`src/erfsa_pkg.sv`:
```
// ----------------------------------------------------------------------------
// erfsa_pkg
// Shared widths, constants and bus types of the error function pipeline.
// ----------------------------------------------------------------------------
package erfsa_pkg;

	// series term magnitude (Q32), partial sum (Q32 signed), z squared (Q24)
	localparam int unsigned T_W = 37;
	localparam int unsigned S_W = 40;
	localparam int unsigned W_W = 27;
	localparam int unsigned P_W = 40;
	localparam int unsigned A_W = 14;

	// tail divider: numerator, quotient and divisor widths
	localparam int unsigned TN_W = 30;
	localparam int unsigned TQ_W = 16;
	localparam int unsigned TD_W = 16;

	// remainder width of the constant dividers, divisors up to 63
	localparam int unsigned D_W = 6;

	// quotient bits resolved per stage of the tail divider
	localparam int unsigned TAIL_STEPS = 2;

	localparam logic [14:0] ERF2_RESET = 15'd32616;
	localparam logic [14:0] Q15_MAX    = 15'h7fff;
	localparam logic [15:0] TWO_Q12    = 16'd8192;
	localparam logic [16:0] ONE_Q15    = 17'd32768;
	localparam logic [30:0] K_Q30      = 31'd1211587905;

	// front end bus carried alongside the tail division
	typedef struct packed {
		logic           zneg;
		logic           tail;
		logic [A_W-1:0] a;
		logic [W_W-1:0] w;
	} front_bus_t;

	// bus handed from cell to cell
	typedef struct packed {
		logic [T_W-1:0]        t;
		logic signed [S_W-1:0] s;
		logic [W_W-1:0]        w;
		logic                  zneg;
		logic                  tail;
		logic [14:0]           tmag;
	} cell_bus_t;

endpackage

```
`src/erfsa_div.sv`:
```
// ----------------------------------------------------------------------------
// erfsa_div
// Pipelined restoring divider, a fixed number of quotient bits per stage,
// with a side vector that travels along with each request.
// ----------------------------------------------------------------------------
module erfsa_div import erfsa_pkg::*; #(
	parameter int unsigned NW    = 40,
	parameter int unsigned QW    = 40,
	parameter int unsigned DW    = 6,
	parameter int unsigned STEPS = 8,
	parameter int unsigned SW    = 8
) (
	input  logic          clk,
	input  logic          arst_n,
	input  logic          en,
	input  logic          in_valid,
	input  logic [NW-1:0] num,
	input  logic [DW-1:0] den,
	input  logic [SW-1:0] side_in,
	output logic          out_valid,
	output logic [QW-1:0] quo,
	output logic [SW-1:0] side_out
);

	localparam int unsigned NST  = (QW + STEPS - 1) / STEPS;
	localparam int unsigned SKIP = NST * STEPS - QW;

	logic          vld_s  [NST];
	logic [DW-1:0] rem_s  [NST];
	logic [QW-1:0] quo_s  [NST];
	logic [QW-1:0] lo_s   [NST];
	logic [DW-1:0] den_s  [NST];
	logic [SW-1:0] side_s [NST];

	logic [DW-1:0] rem_n [NST];
	logic [QW-1:0] quo_n [NST];
	logic [QW-1:0] lo_n  [NST];
	logic [DW-1:0] hi;

	// upper numerator bits start as the remainder; caller keeps them below den
	assign hi = DW'(num >> QW);

	// resolve STEPS quotient bits in each stage
	always_comb begin
		logic [DW:0]   tt;
		logic [DW-1:0] r;
		logic [DW-1:0] dv;
		logic [QW-1:0] qv;
		logic [QW-1:0] lv;
		for (int k = 0; k < NST; k++) begin
			if (k == 0) begin
				r  = hi;
				qv = '0;
				lv = num[QW-1:0];
				dv = den;
			end else begin
				r  = rem_s[k-1];
				qv = quo_s[k-1];
				lv = lo_s[k-1];
				dv = den_s[k-1];
			end
			for (int i = 0; i < STEPS; i++) begin
				if (k * STEPS + i >= SKIP) begin
					tt = {r, lv[QW-1]};
					lv = lv << 1;
					if (tt >= {1'b0, dv}) begin
						tt = tt - {1'b0, dv};
						qv = {qv[QW-2:0], 1'b1};
					end else begin
						qv = {qv[QW-2:0], 1'b0};
					end
					r = tt[DW-1:0];
				end
			end
			rem_n[k] = r;
			quo_n[k] = qv;
			lo_n[k]  = lv;
		end
	end

	// advance the valid bits
	always_ff @(posedge clk or negedge arst_n) begin
		if (!arst_n) begin
			for (int k = 0; k < NST; k++) vld_s[k] <= 1'b0;
		end else if (en) begin
			vld_s[0] <= in_valid;
			for (int k = 1; k < NST; k++) vld_s[k] <= vld_s[k-1];
		end
	end

	// advance the payload
	always_ff @(posedge clk) begin
		if (en) begin
			for (int k = 0; k < NST; k++) begin
				rem_s[k] <= rem_n[k];
				quo_s[k] <= quo_n[k];
				lo_s[k]  <= lo_n[k];
			end
			den_s[0]  <= den;
			side_s[0] <= side_in;
			for (int k = 1; k < NST; k++) begin
				den_s[k]  <= den_s[k-1];
				side_s[k] <= side_s[k-1];
			end
		end
	end

	assign out_valid = vld_s[NST-1];
	assign quo       = quo_s[NST-1];
	assign side_out  = side_s[NST-1];

endmodule


```
`config.mk`:
```
export PLATFORM = sky130hd
export DESIGN_NAME = erfsa_div
export DESIGN_NICKNAME = d
export VERILOG_FILES = /design/src/erfsa_pkg.sv /design/src/erfsa_div.sv
export SDC_FILE = /design/constraint.sdc
export NUM_CORES = 1
export LEC_CHECK = 0
export BUFFER_PORTS_ARGS = -buffer_cell sky130_fd_sc_hd__buf_2
export CAP_MARGIN = 20
export CORE_UTILIZATION = 58
export CTS_BUF_LIST = sky130_fd_sc_hd__clkbuf_4 sky130_fd_sc_hd__clkbuf_8
export CTS_CLUSTER_SIZE = 28
export DETAILED_ROUTE_END_ITERATION = 10
export GPL_ROUTABILITY_DRIVEN = 1
export GPL_TIMING_DRIVEN = 0
export PLACE_DENSITY = 0.83
export SYNTH_ARGS = -nofsm -noshare
export SYNTH_HDL_FRONTEND = slang
export SYNTH_SLANG_ARGS = --single-unit
```
`constraint.sdc`:
```
create_clock -name clk -period 15.33 [get_ports clk]
set_clock_uncertainty 0.15 [all_clocks]
set_input_delay 3.066 -clock clk [delete_from_list [all_inputs] [get_ports clk]]
set_output_delay 3.066 -clock clk [all_outputs]
set_load 0.02 [all_outputs]
```
==> impl_metrics.ini <==
[routing]
routed_wl_um = 67100
ant_nets = 0
wire_per_inst_um = 22.4
drt_iter0_markers = 1807
drt_pass1_iterations = 8
vias_per_cell = 6.47
drc = 0
dr_total_vias = 19377

[yosys]
netlist_instances = 1934
synth_area_per_cell_um2 = 11.1
synth-edff-count = 288
synth_seq_area_share_pct = 40.8
syn-num-nets = 2266
ys_types = 94
synth-warning-count = 0
ys_seq_elements = 293
synthArstFlopShare_pct = 1.71
netlist_area_um2 = 21500
synth_top_flop_cell = edfxtp_1

[layout]
num_antenna_cells = 0
instances_no_fill = 2996
fin_util_pct = 80.5
area_growth_syn_to_layout_pct = 36.8
drive_above_1_share_pct = 42.0
fill_cells = 1859
nets = 2822

[setup_path]
endpoint = rem_s[0][3]$_DFFE_PP_
crit_path_start_kind = input port
cp_max_fo = 7
reg2reg_depth = 74
ff2ff_setup_slack_ns = -0.09
critPathArrivalTime_ns = 17.22
crit_top_cell = a21o_1
r2r_start = den_s[0][3]$_DFFE_PP_
end_kind = register
cp_num_buf_inv = 15
critPathKind = input port to register
crit_cells = 73
cp.required_ns = 15.57
crit_slowest_cell = a211o_4
timing.rr.end = rem_s[0][8]$_DFFE_PP_
critPathTopFamily = compound AO/OA/AOI/OAI gates
critPathLaunch = den[0]
max_stage_delay_ns = 0.39

[timing]
post-route-period-util_pct = 111
finalCriticalPeriod_ns = 16.98
rsz0062_at_grt = yes
slew_viol_final = 0
hold_violations = 0
max_freq_mhz = 58.9
setup_viol_count_final = 14
worst_slew_pin_slew_ns = 0.777
maxSlewHeadroom_pct = 46.9
fin_ws_ns = -1.65

[global_route]
grt_pass1_wl_um = 92600
grt_start_max_net_pins = 121
grt_use_met2_pct = 51.3
antenna_found_initial = 0
gr-usage-met1_pct = 36.8
grtUsageTotal_pct = 30.6
grt_util_met3_pct = 5.03
grt_pass1_vias = 18599
grt.overflow.total = 0
grt-busiest-layer = met2

[outcome]
violations = setup timing
status = complete, but fails checks

[floorplanning]
die_h_um = 194
dieArea_um2 = 37800
num_io_pins = 107
die_w_um = 194
initial_core_util_pct = 58.8
rows = 70
coreArea_um2 = 36500

[placement]
place_congestion = 0.956
hpwl_um = 34900
dpl.cell_count = 2510
io_buffers = 106

[min_path]
hold_depth = 0
min_path_type = register to register

[clocking]
cts.path.max_buffers = 3
clk_pin_slew_ns = 0.07
cts.sinks = 293
cts_made_buffers = 50
clk_latency_ns = 0.66
h-tree-depth = 2
root_buffer = clkbuf_8
cts_tree = done
ctsHoldBuffers = 0

[job]
cap_viol_max_count = 0
[per-layer routing]
metal / share of wire (%) / up-vias
met5: 0 / -
met4: 7.7 / 0
met3: 8.7 / 499
met2: 47 / 1295
met1: 37 / 9183
li1: - / 8400
[sequential cells by signal, indices dropped and copies added (netlist names)]
signal / flops
out_valid: 1
lo_s: 80
side_s: 40
rem_s: 24
quo_s: 120
den_s: 24
vld_s: 4
[repair_timing]
action                                  4_1_cts  5_1_grt
pin swaps                                   151      205
endpoints found under the setup margin       33       30
buffers inserted                            265      135
gates cloned                                  1        0
gates resized for setup                     273      219
[placed cells by master, fill, tap and decap left out, types with 18 or more instances in the layout]
master	synthesis	final
buf_6	2	24
o21a_1	28	26
clkinvlp_4	0	24
o21ai_0	88	43
mux2_4	6	32
fa_1	38	38
a21oi_1	87	61
clkbuf_8	0	51
nand3_1	25	21
edfxtp_1	288	288
mux2i_1	55	28
xnor2_1	63	62
o21ai_2	0	25
ha_4	0	61
mux2_2	72	52
mux2i_4	1	18
inv_1	185	137
buf_2	6	101
nand2_1	82	77
nand4_1	32	32
o21ai_1	13	20
buf_4	10	392
inv_2	6	26
xor2_1	51	51
ha_1	236	173
nand2b_1	25	23
nor2_1	93	76
nor2b_1	42	23
a21o_1	92	92
[logic make-up after synthesis]
| family | share of synthesized area, % |
|---|---|
| xor+xnor | 4.65 |
| fa+ha+maj | 17.3 |
| compound gates | 16.0 |
| flops | 40.8 |
| mux | 7.35 |
| simple gates | 9.80 |
| buf+inv | 4.12 |
[area by class of cell]
cell class	instances	area [µm²]	area share (%)
multi-input combinational	1423	14400	48.9
sequential	293	8770	29.8
timing repair buffer	507	3710	12.6
inverter	196	841	2.86
clock buffer	57	741	2.52
tap	468	586	1.99
clock inverter	33	203	0.690
buffer	18	165	0.562
timing repair inverter	1	3.75	0.0128
[metrics by stage]
stage | setup WS, ns | setup TNS, ns | instance area (µm²) | hold slack [ns]
floorplan | -1.54 | -10.31 | 21800 | 0.250
global placement | -3.63 | -66.31 | 23000 | 0.250
detailed placement | -4.02 | -80.10 | 23000 | 0.255
CTS | -0.556 | -3.75 | 27300 | 0.249
global route | -2.13 | -23.37 | 29400 | 0.253
finish | -1.65 | -11.80 | 29400 | 0.248
[synthesized netlist by cell type (all sizes together) (28+ instances only)]
library cell	n	share of area [%]
inv	191	3.3
xor2	51	2.1
xnor2	63	2.6
a21oi	90	2.1
mux2i	58	2.8
nand2	82	1.4
nor2	98	1.8
o21ai	101	2.4
fa	38	3.5
edfxtp	288	40
nor2b	43	1.3
o21a	28	0.98
mux2	85	4.6
a21o	92	3.2
nand4	32	0.93
ha	236	14
[worst min-delay path by stage]
stage / startpoint / to / slack, ns
after floorplan: lo_s[0][80]$_DFFE_PP_ / lo_s[0][120]$_DFFE_PP_ / 0.25
after global placement: quo_s[0][1]$_DFFE_PP_ / quo_s[0][49]$_DFFE_PP_ / 0.25
after detailed placement: lo_s[0][21]$_DFFE_PP_ / lo_s[0][61]$_DFFE_PP_ / 0.25
after CTS: side_s[0][1]$_DFFE_PP_ / side_s[0][9]$_DFFE_PP_ / 0.25
after global routing: lo_s[0][41]$_DFFE_PP_ / lo_s[0][81]$_DFFE_PP_ / 0.25
final: lo_s[0][15]$_DFFE_PP_ / lo_s[0][55]$_DFFE_PP_ / 0.25
Power is left out: the tool's default activity adds up to more than one toggle a clock period on the data nets, which glitch-free logic cannot reach.
