**config.mk**
```make
export PLATFORM = sky130hd
export DESIGN_NAME = erfsa_cell
export DESIGN_NICKNAME = d
export VERILOG_FILES = /design/src/erfsa_pkg.sv /design/src/erfsa_div.sv /design/src/erfsa_cell.sv
export SDC_FILE = /design/constraint.sdc
export NUM_CORES = 2
export LEC_CHECK = 0
export ABC_AREA = 1
export BUFFER_PORTS_ARGS = -buffer_cell sky130_fd_sc_hd__buf_2
export CAP_MARGIN = 10
export CORE_ASPECT_RATIO = 0.8
export CORE_MARGIN = 2
export CORE_UTILIZATION = 35
export CTS_CLUSTER_SIZE = 30
export DETAILED_ROUTE_END_ITERATION = 16
export GPL_TIMING_DRIVEN = 0
export SKIP_LAST_GASP = 1
export SLEW_MARGIN = 30
export SYNTH_ARGS = -nofsm -noshare
export SYNTH_HDL_FRONTEND = slang
export SYNTH_HIERARCHICAL = 1
export SYNTH_SLANG_ARGS = --single-unit
```
**constraint.sdc**
```tcl
create_clock -name clk -period 20.2 [get_ports clk]
set_input_delay 0 -clock clk [delete_from_list [all_inputs] [get_ports clk]]
set_output_delay 0 -clock clk [all_outputs]
set_load 0.05 [all_outputs]
```
**src/erfsa_pkg.sv**
```systemverilog
// ----------------------------------------------------------------------------
// erfsa_pkg
// Shared widths, constants and bus types of the error function pipeline.
// ----------------------------------------------------------------------------
package erfsa_pkg;

	// series term magnitude (Q32), partial sum (Q32 signed), z squared (Q24)
	localparam int unsigned T_W = 37;
	localparam int unsigned S_W = 40;
	localparam int unsigned W_W = 27;
	localparam int unsigned P_W = 40;
	localparam int unsigned A_W = 14;

	// tail divider: numerator, quotient and divisor widths
	localparam int unsigned TN_W = 30;
	localparam int unsigned TQ_W = 16;
	localparam int unsigned TD_W = 16;

	// remainder width of the constant dividers, divisors up to 63
	localparam int unsigned D_W = 6;

	// quotient bits resolved per stage of the tail divider
	localparam int unsigned TAIL_STEPS = 2;

	localparam logic [14:0] ERF2_RESET = 15'd32616;
	localparam logic [14:0] Q15_MAX    = 15'h7fff;
	localparam logic [15:0] TWO_Q12    = 16'd8192;
	localparam logic [16:0] ONE_Q15    = 17'd32768;
	localparam logic [30:0] K_Q30      = 31'd1211587905;

	// front end bus carried alongside the tail division
	typedef struct packed {
		logic           zneg;
		logic           tail;
		logic [A_W-1:0] a;
		logic [W_W-1:0] w;
	} front_bus_t;

	// bus handed from cell to cell
	typedef struct packed {
		logic [T_W-1:0]        t;
		logic signed [S_W-1:0] s;
		logic [W_W-1:0]        w;
		logic                  zneg;
		logic                  tail;
		logic [14:0]           tmag;
	} cell_bus_t;

endpackage

```
**src/erfsa_div.sv**
```systemverilog


// ----------------------------------------------------------------------------
// erfsa_kdiv
// Pipelined divider by a constant up to 63: one 8-bit quotient digit per
// stage, each digit by reciprocal multiplication of remainder and next
// numerator byte, with a side vector that travels along with each request.
// ----------------------------------------------------------------------------
module erfsa_kdiv import erfsa_pkg::*; #(
	parameter int unsigned NW = 40,
	parameter int unsigned KD = 3,
	parameter int unsigned SW = 8
) (
	input  logic          clk,
	input  logic          arst_n,
	input  logic          en,
	input  logic          in_valid,
	input  logic [NW-1:0] num,
	input  logic [SW-1:0] side_in,
	output logic          out_valid,
	output logic [NW-1:0] quo,
	output logic [SW-1:0] side_out
);

	localparam int unsigned NST = (NW + 7) / 8;
	localparam int unsigned PW  = NST * 8;
	localparam int unsigned XW  = D_W + 8;
	// shift wide enough that the rounded-up reciprocal is exact for XW bits
	localparam int unsigned RSH = XW + D_W;
	localparam logic [XW+RSH:0] RECIP =
		(XW + RSH + 1)'(((64'd1 << RSH) + 64'(KD) - 64'd1) / 64'(KD));
	localparam logic [XW-1:0] KDX = XW'(KD);

	logic           vld_s  [NST];
	logic [D_W-1:0] rem_s  [NST];
	logic [PW-1:0]  num_s  [NST];
	logic [PW-1:0]  quo_s  [NST];
	logic [SW-1:0]  side_s [NST];

	logic [D_W-1:0] rem_n [NST];
	logic [PW-1:0]  num_n [NST];
	logic [PW-1:0]  quo_n [NST];

	// resolve one quotient byte in each stage
	always_comb begin
		logic [D_W-1:0]  r;
		logic [PW-1:0]   nv;
		logic [PW-1:0]   qv;
		logic [XW-1:0]   x;
		logic [XW+RSH:0] pr;
		logic [7:0]      qd;
		for (int k = 0; k < NST; k++) begin
			if (k == 0) begin
				r  = '0;
				nv = PW'(num);
				qv = '0;
			end else begin
				r  = rem_s[k-1];
				nv = num_s[k-1];
				qv = quo_s[k-1];
			end
			x  = {r, nv[PW-1 -: 8]};
			pr = (XW + RSH + 1)'(x) * RECIP;
			qd = pr[RSH +: 8];
			r  = D_W'(x - XW'(qd) * KDX);
			rem_n[k] = r;
			num_n[k] = nv << 8;
			quo_n[k] = {qv[PW-9:0], qd};
		end
	end

	// advance the valid bits
	always_ff @(posedge clk or negedge arst_n) begin
		if (!arst_n) begin
			for (int k = 0; k < NST; k++) vld_s[k] <= 1'b0;
		end else if (en) begin
			vld_s[0] <= in_valid;
			for (int k = 1; k < NST; k++) vld_s[k] <= vld_s[k-1];
		end
	end

	// advance the payload
	always_ff @(posedge clk) begin
		if (en) begin
			for (int k = 0; k < NST; k++) begin
				rem_s[k] <= rem_n[k];
				num_s[k] <= num_n[k];
				quo_s[k] <= quo_n[k];
			end
			side_s[0] <= side_in;
			for (int k = 1; k < NST; k++) side_s[k] <= side_s[k-1];
		end
	end

	assign out_valid = vld_s[NST-1];
	assign quo       = quo_s[NST-1][NW-1:0];
	assign side_out  = side_s[NST-1];

endmodule

```
**src/erfsa_cell.sv**
```systemverilog
// ----------------------------------------------------------------------------
// erfsa_cell
// One series term: t_n = ((t_{n-1} * w) >> 24) / n, then adds or subtracts
// t_n / (2n+1) to the running sum and hands the bus to the next cell.
// ----------------------------------------------------------------------------
module erfsa_cell import erfsa_pkg::*; #(
	parameter int unsigned N = 1
) (
	input  logic      clk,
	input  logic      arst_n,
	input  logic      en,
	input  logic      in_valid,
	input  cell_bus_t in_bus,
	output logic      out_valid,
	output cell_bus_t out_bus
);

	localparam bit ODD = (N % 2) == 1;

	logic            v_s1;
	logic [45:0]     ph_s1;
	logic [44:0]     pl_s1;
	cell_bus_t       bus_s1;
	logic [63:0]     prod;
	logic            v_s2;
	logic [P_W-1:0]  p_s2;
	cell_bus_t       bus_s2;
	logic            v_d1;
	logic [P_W-1:0]  q1;
	cell_bus_t       bus_d1;
	cell_bus_t       bus_tn;
	logic            v_d2;
	logic [T_W-1:0]  q2;
	cell_bus_t       bus_d2;
	cell_bus_t       bus_acc;
	logic            v_s3;
	cell_bus_t       bus_s3;

	// hold valid bits
	always_ff @(posedge clk or negedge arst_n) begin
		if (!arst_n) begin
			v_s1 <= 1'b0;
			v_s2 <= 1'b0;
			v_s3 <= 1'b0;
		end else if (en) begin
			v_s1 <= in_valid;
			v_s2 <= v_s1;
			v_s3 <= v_d2;
		end
	end

	// split the product into two partial products, then join them
	assign prod = {ph_s1, 18'd0} + 64'(pl_s1);

	always_ff @(posedge clk) begin
		if (en) begin
			ph_s1  <= in_bus.t[36:18] * in_bus.w;
			pl_s1  <= in_bus.t[17:0] * in_bus.w;
			bus_s1 <= in_bus;
			p_s2   <= prod[63:24];
			bus_s2 <= bus_s1;
		end
	end

	// divide by the term index
	erfsa_kdiv #(
		.NW(P_W), .KD(N), .SW($bits(cell_bus_t))
	) u_div_n (
		.clk(clk), .arst_n(arst_n), .en(en),
		.in_valid(v_s2), .num(p_s2), .side_in(bus_s2),
		.out_valid(v_d1), .quo(q1), .side_out(bus_d1)
	);

	// replace the term with the new one
	always_comb begin
		bus_tn   = bus_d1;
		bus_tn.t = q1[T_W-1:0];
	end

	// divide by twice the index plus one
	erfsa_kdiv #(
		.NW(T_W), .KD(2 * N + 1), .SW($bits(cell_bus_t))
	) u_div_odd (
		.clk(clk), .arst_n(arst_n), .en(en),
		.in_valid(v_d1), .num(bus_tn.t), .side_in(bus_tn),
		.out_valid(v_d2), .quo(q2), .side_out(bus_d2)
	);

	// accumulate with alternating sign
	always_comb begin
		bus_acc = bus_d2;
		if (ODD) bus_acc.s = bus_d2.s - $signed(S_W'(q2));
		else     bus_acc.s = bus_d2.s + $signed(S_W'(q2));
	end

	always_ff @(posedge clk) begin
		if (en) begin
			bus_s3 <= bus_acc;
		end
	end

	assign out_valid = v_s3;
	assign out_bus   = bus_s3;

endmodule

```
==> impl_summary.txt <==
----------------------------------------------------
[Status]
  Run status ... finished, final reports clean

[Global routing]
  Maximum number of pins on one net before global-route repair ... 138
  Global-route wire length before repair ... 423 mm
  Via count of the first global-routing pass ... 68809
  Overflow left after global routing ... 0
  Antenna violations before repair ... 21
  Total global-route track usage ... 17.6%

[Finish]
  Final non-filler cell total ... 14351
  Storage cell area ... 54700 µm²
  Synth-to-layout area growth ... 13.4%
  Nets@finish ... 11904
  Share of post-route cells with drive strength above 1 ... 7.55%
  Area of the multi-input gates ... 44600 µm²
  Number of filler instances in the final layout ... 29829

[Floorplanning]
  Core footprint ... 311000 µm²
  I/O pin count ... 247
  Width of the chip ... 629 µm
  Die Footprint ... 317000 µm²
  Die height ... 504 µm
  Starting density of the core ... 35.2%
  Total number of placement rows ... 183

[Clock network]
  TritonCTS Sinks ... 1823
  Longest Clk Path Bufs ... 4
  CTS tree ... yes
  Clock-pin slew of the registers on the worst-case setup and hold paths ... 60 ps
  Buffer type at the clock tree root ... clkbuf_16
  Cells resized by post-CTS repair ... 0
  Number of H-tree branching levels ... 4
  Later-pin clock latency in the skew report ... 870 ps
  Number of buffers added for setup after CTS ... 0
  Number of buffers created by CTS ... 192

[STA]
  Clk_skew ... 92.0 ps
  Number of max-slew violations in the final report ... 0
  Final hold violation count ... 0
  Slew HR ... 26.5%
  Final setup viols ... 0
  Actual transition at the worst max-transition pin ... 1100 ps
  Post-route setup slack ... 12910 ps
  Summed negative setup slack over all endpoints ... 0 ps
  Final worst-path cycle share ... 36.1%
  Final worst path period need ... 7290 ps
  Highest attainable clock frequency ... 137 MHz
  RSZ-0062 raised after global routing ... no

[Logic synthesis]
  Post-synthesis average cell area ... 11.6 µm²
  Yosys Warn Count ... 6
  Cell area after synthesis ... 109000 µm²
  Cell count after synthesis ... 9453
  Syn_nets ... 11312

[Worst hold path]
  Worst hold stages ... 2
  Worst hold path endpoint ... bus_s1[42]
  Type of the worst min-delay path ... in -> reg
  Source of the worst hold timing path ... in_bus[42]

[Critical path]
  Category of the worst setup path capture point ... flop
  Req. time, crit path ... 20830 ps
  Arrival time at the worst endpoint ... 7920 ps
  Worst path max stage delay ... 660 ps
  Endpoint of the most critical register-to-register path ... u_div_odd/rem_s[0][11]
  Kind of launch point of the worst setup path ... flop
  Slowest stage cell, crit path ... fa_1
  Worst Setup Path Type ... reg -> reg
  Cell mode on critical path ... nand2_1
  Worst-case reg-to-reg path depth ... 34
  Biggest fanout along the worst timing path ... 5
  Reg2reg start ... u_div_odd/num_s[0][28]
  Register-to-Register Setup Slack ... 12910 ps

[Route]
  Number of nets still failing antenna checks after routing ... 0
  Number of remaining DRC errors ... 0
  Avg Vias per Cell ... 4.62
  Count of TritonRoute iterations in the first routing pass ... 6
  Detailed-route wire length per cell ... 19.4 µm
  Total wire length ... 278 mm
  Number of design-rule violations left by the first detailed-router iteration ... 5998
  Vias ... 66310

[Placement]
  Count of input and output buffers ... 209
  Estimated wirelength of the detail-placed design ... 216 mm
  Post-Place Setup Slack ... 12760 ps
  Routability congestion estimate ... 0.965
  Number of placed cells counting well taps ... 13842

[Flow run]
  Max-cap check violation count ... 0

----------------------------------------------------
-- timing repair --
item	in CTS	in global routing
hold endpoints to repair	301	0
hold buffers	170	0
setup endpoints to repair	0	0
-- per-stage QoR --
step	hold WS [ps]	area (µm²)	util, %
finish	65.0	124000	39.9
global route	12.3	124000	39.9
detailed placement	-101	116000	37.4
floorplan	-296	109000	-
CTS	9.69	124000	39.9
global placement	-117	116000	37.2
-- area by class of cell --
cell class / instances / area share [%]
Timing Repair Buffer: 398 / 2.63
Buffer: 344 / 1.48
Tap cell: 4162 / 4.20
Multi-Input combinational cell: 5062 / 36.0
Clock buffer: 227 / 3.98
Antenna cell: 5 / 0.0101
Clock inverter: 106 / 0.929
Inverter: 2224 / 6.73
Sequential cell: 1823 / 44.1
-- cells in the final DEF (no fill, tap or decap), types with 109 or more instances in the layout --
cell,instances
nand2_1,1945
edfxtp_1,1810
buf_2,225
xor2_1,109
buf_4,123
fa_1,1068
a21oi_1,275
clkbuf_16,192
nand3_1,174
inv_1,2209
dlygate4sd3_1,170
o21ai_0,132
ha_1,666
nor2_1,336
clkbuf_1,169
-- worst max-delay path, delay by kind of cell, from the launching register on --
| family | cells | cell delay [ps] |
|---|---|---|
| adders and majority gates | 9 | 4220 |
| and+or+nand+nor | 15 | 1440 |
| AOI/OAI and AO/OA | 1 | 220 |
| DFF | 1 | 560 |
| buffers and inverters | 9 | 650 |
-- per-layer routing --
| metal | wire (µm) | vias to the layer above | GRT usage, % |
|---|---|---|---|
| met2 | 119000 | 1922 | 26.3 |
| met1 | 133000 | 33268 | 26.3 |
| met5 | 27 | - | 0 |
| met3 | 20300 | 356 | 3.49 |
| met4 | 6830 | 4 | 4.29 |
| li1 | - | 30760 | - |
-- sequential cells by signal (all words and copies together), names as in the netlist, 84 cells and up --
name              cells
bus_s1               84
bus_s2               84
out_bus             121
u_div_n/quo_s       105
u_div_n/side_s      420
u_div_odd/quo_s     100
u_div_odd/side_s    605
-- how the worst max path moves through the flow --
| stage | startpoint | endpoint | slack [ps] | cells after the start |
|---|---|---|---|---|
| after floorplan | u_div_odd/rem_s[0][0] | u_div_odd/rem_s[0][11] | 13880 | 32 |
| after global placement | en | out_valid | -11100 | 2 |
| after detailed placement | in_bus[24] | ph_s1[39] | 12760 | 24 |
| after CTS | u_div_odd/num_s[0][77] | u_div_odd/rem_s[0][23] | 12940 | 31 |
| after global routing | u_div_odd/num_s[0][28] | u_div_odd/rem_s[0][11] | 12420 | 34 |
| final | u_div_odd/num_s[0][28] | u_div_odd/rem_s[0][11] | 12910 | 34 |
Power is left out: the tool's default activity adds up to more than one toggle a clock period on the data nets, which glitch-free logic cannot reach.
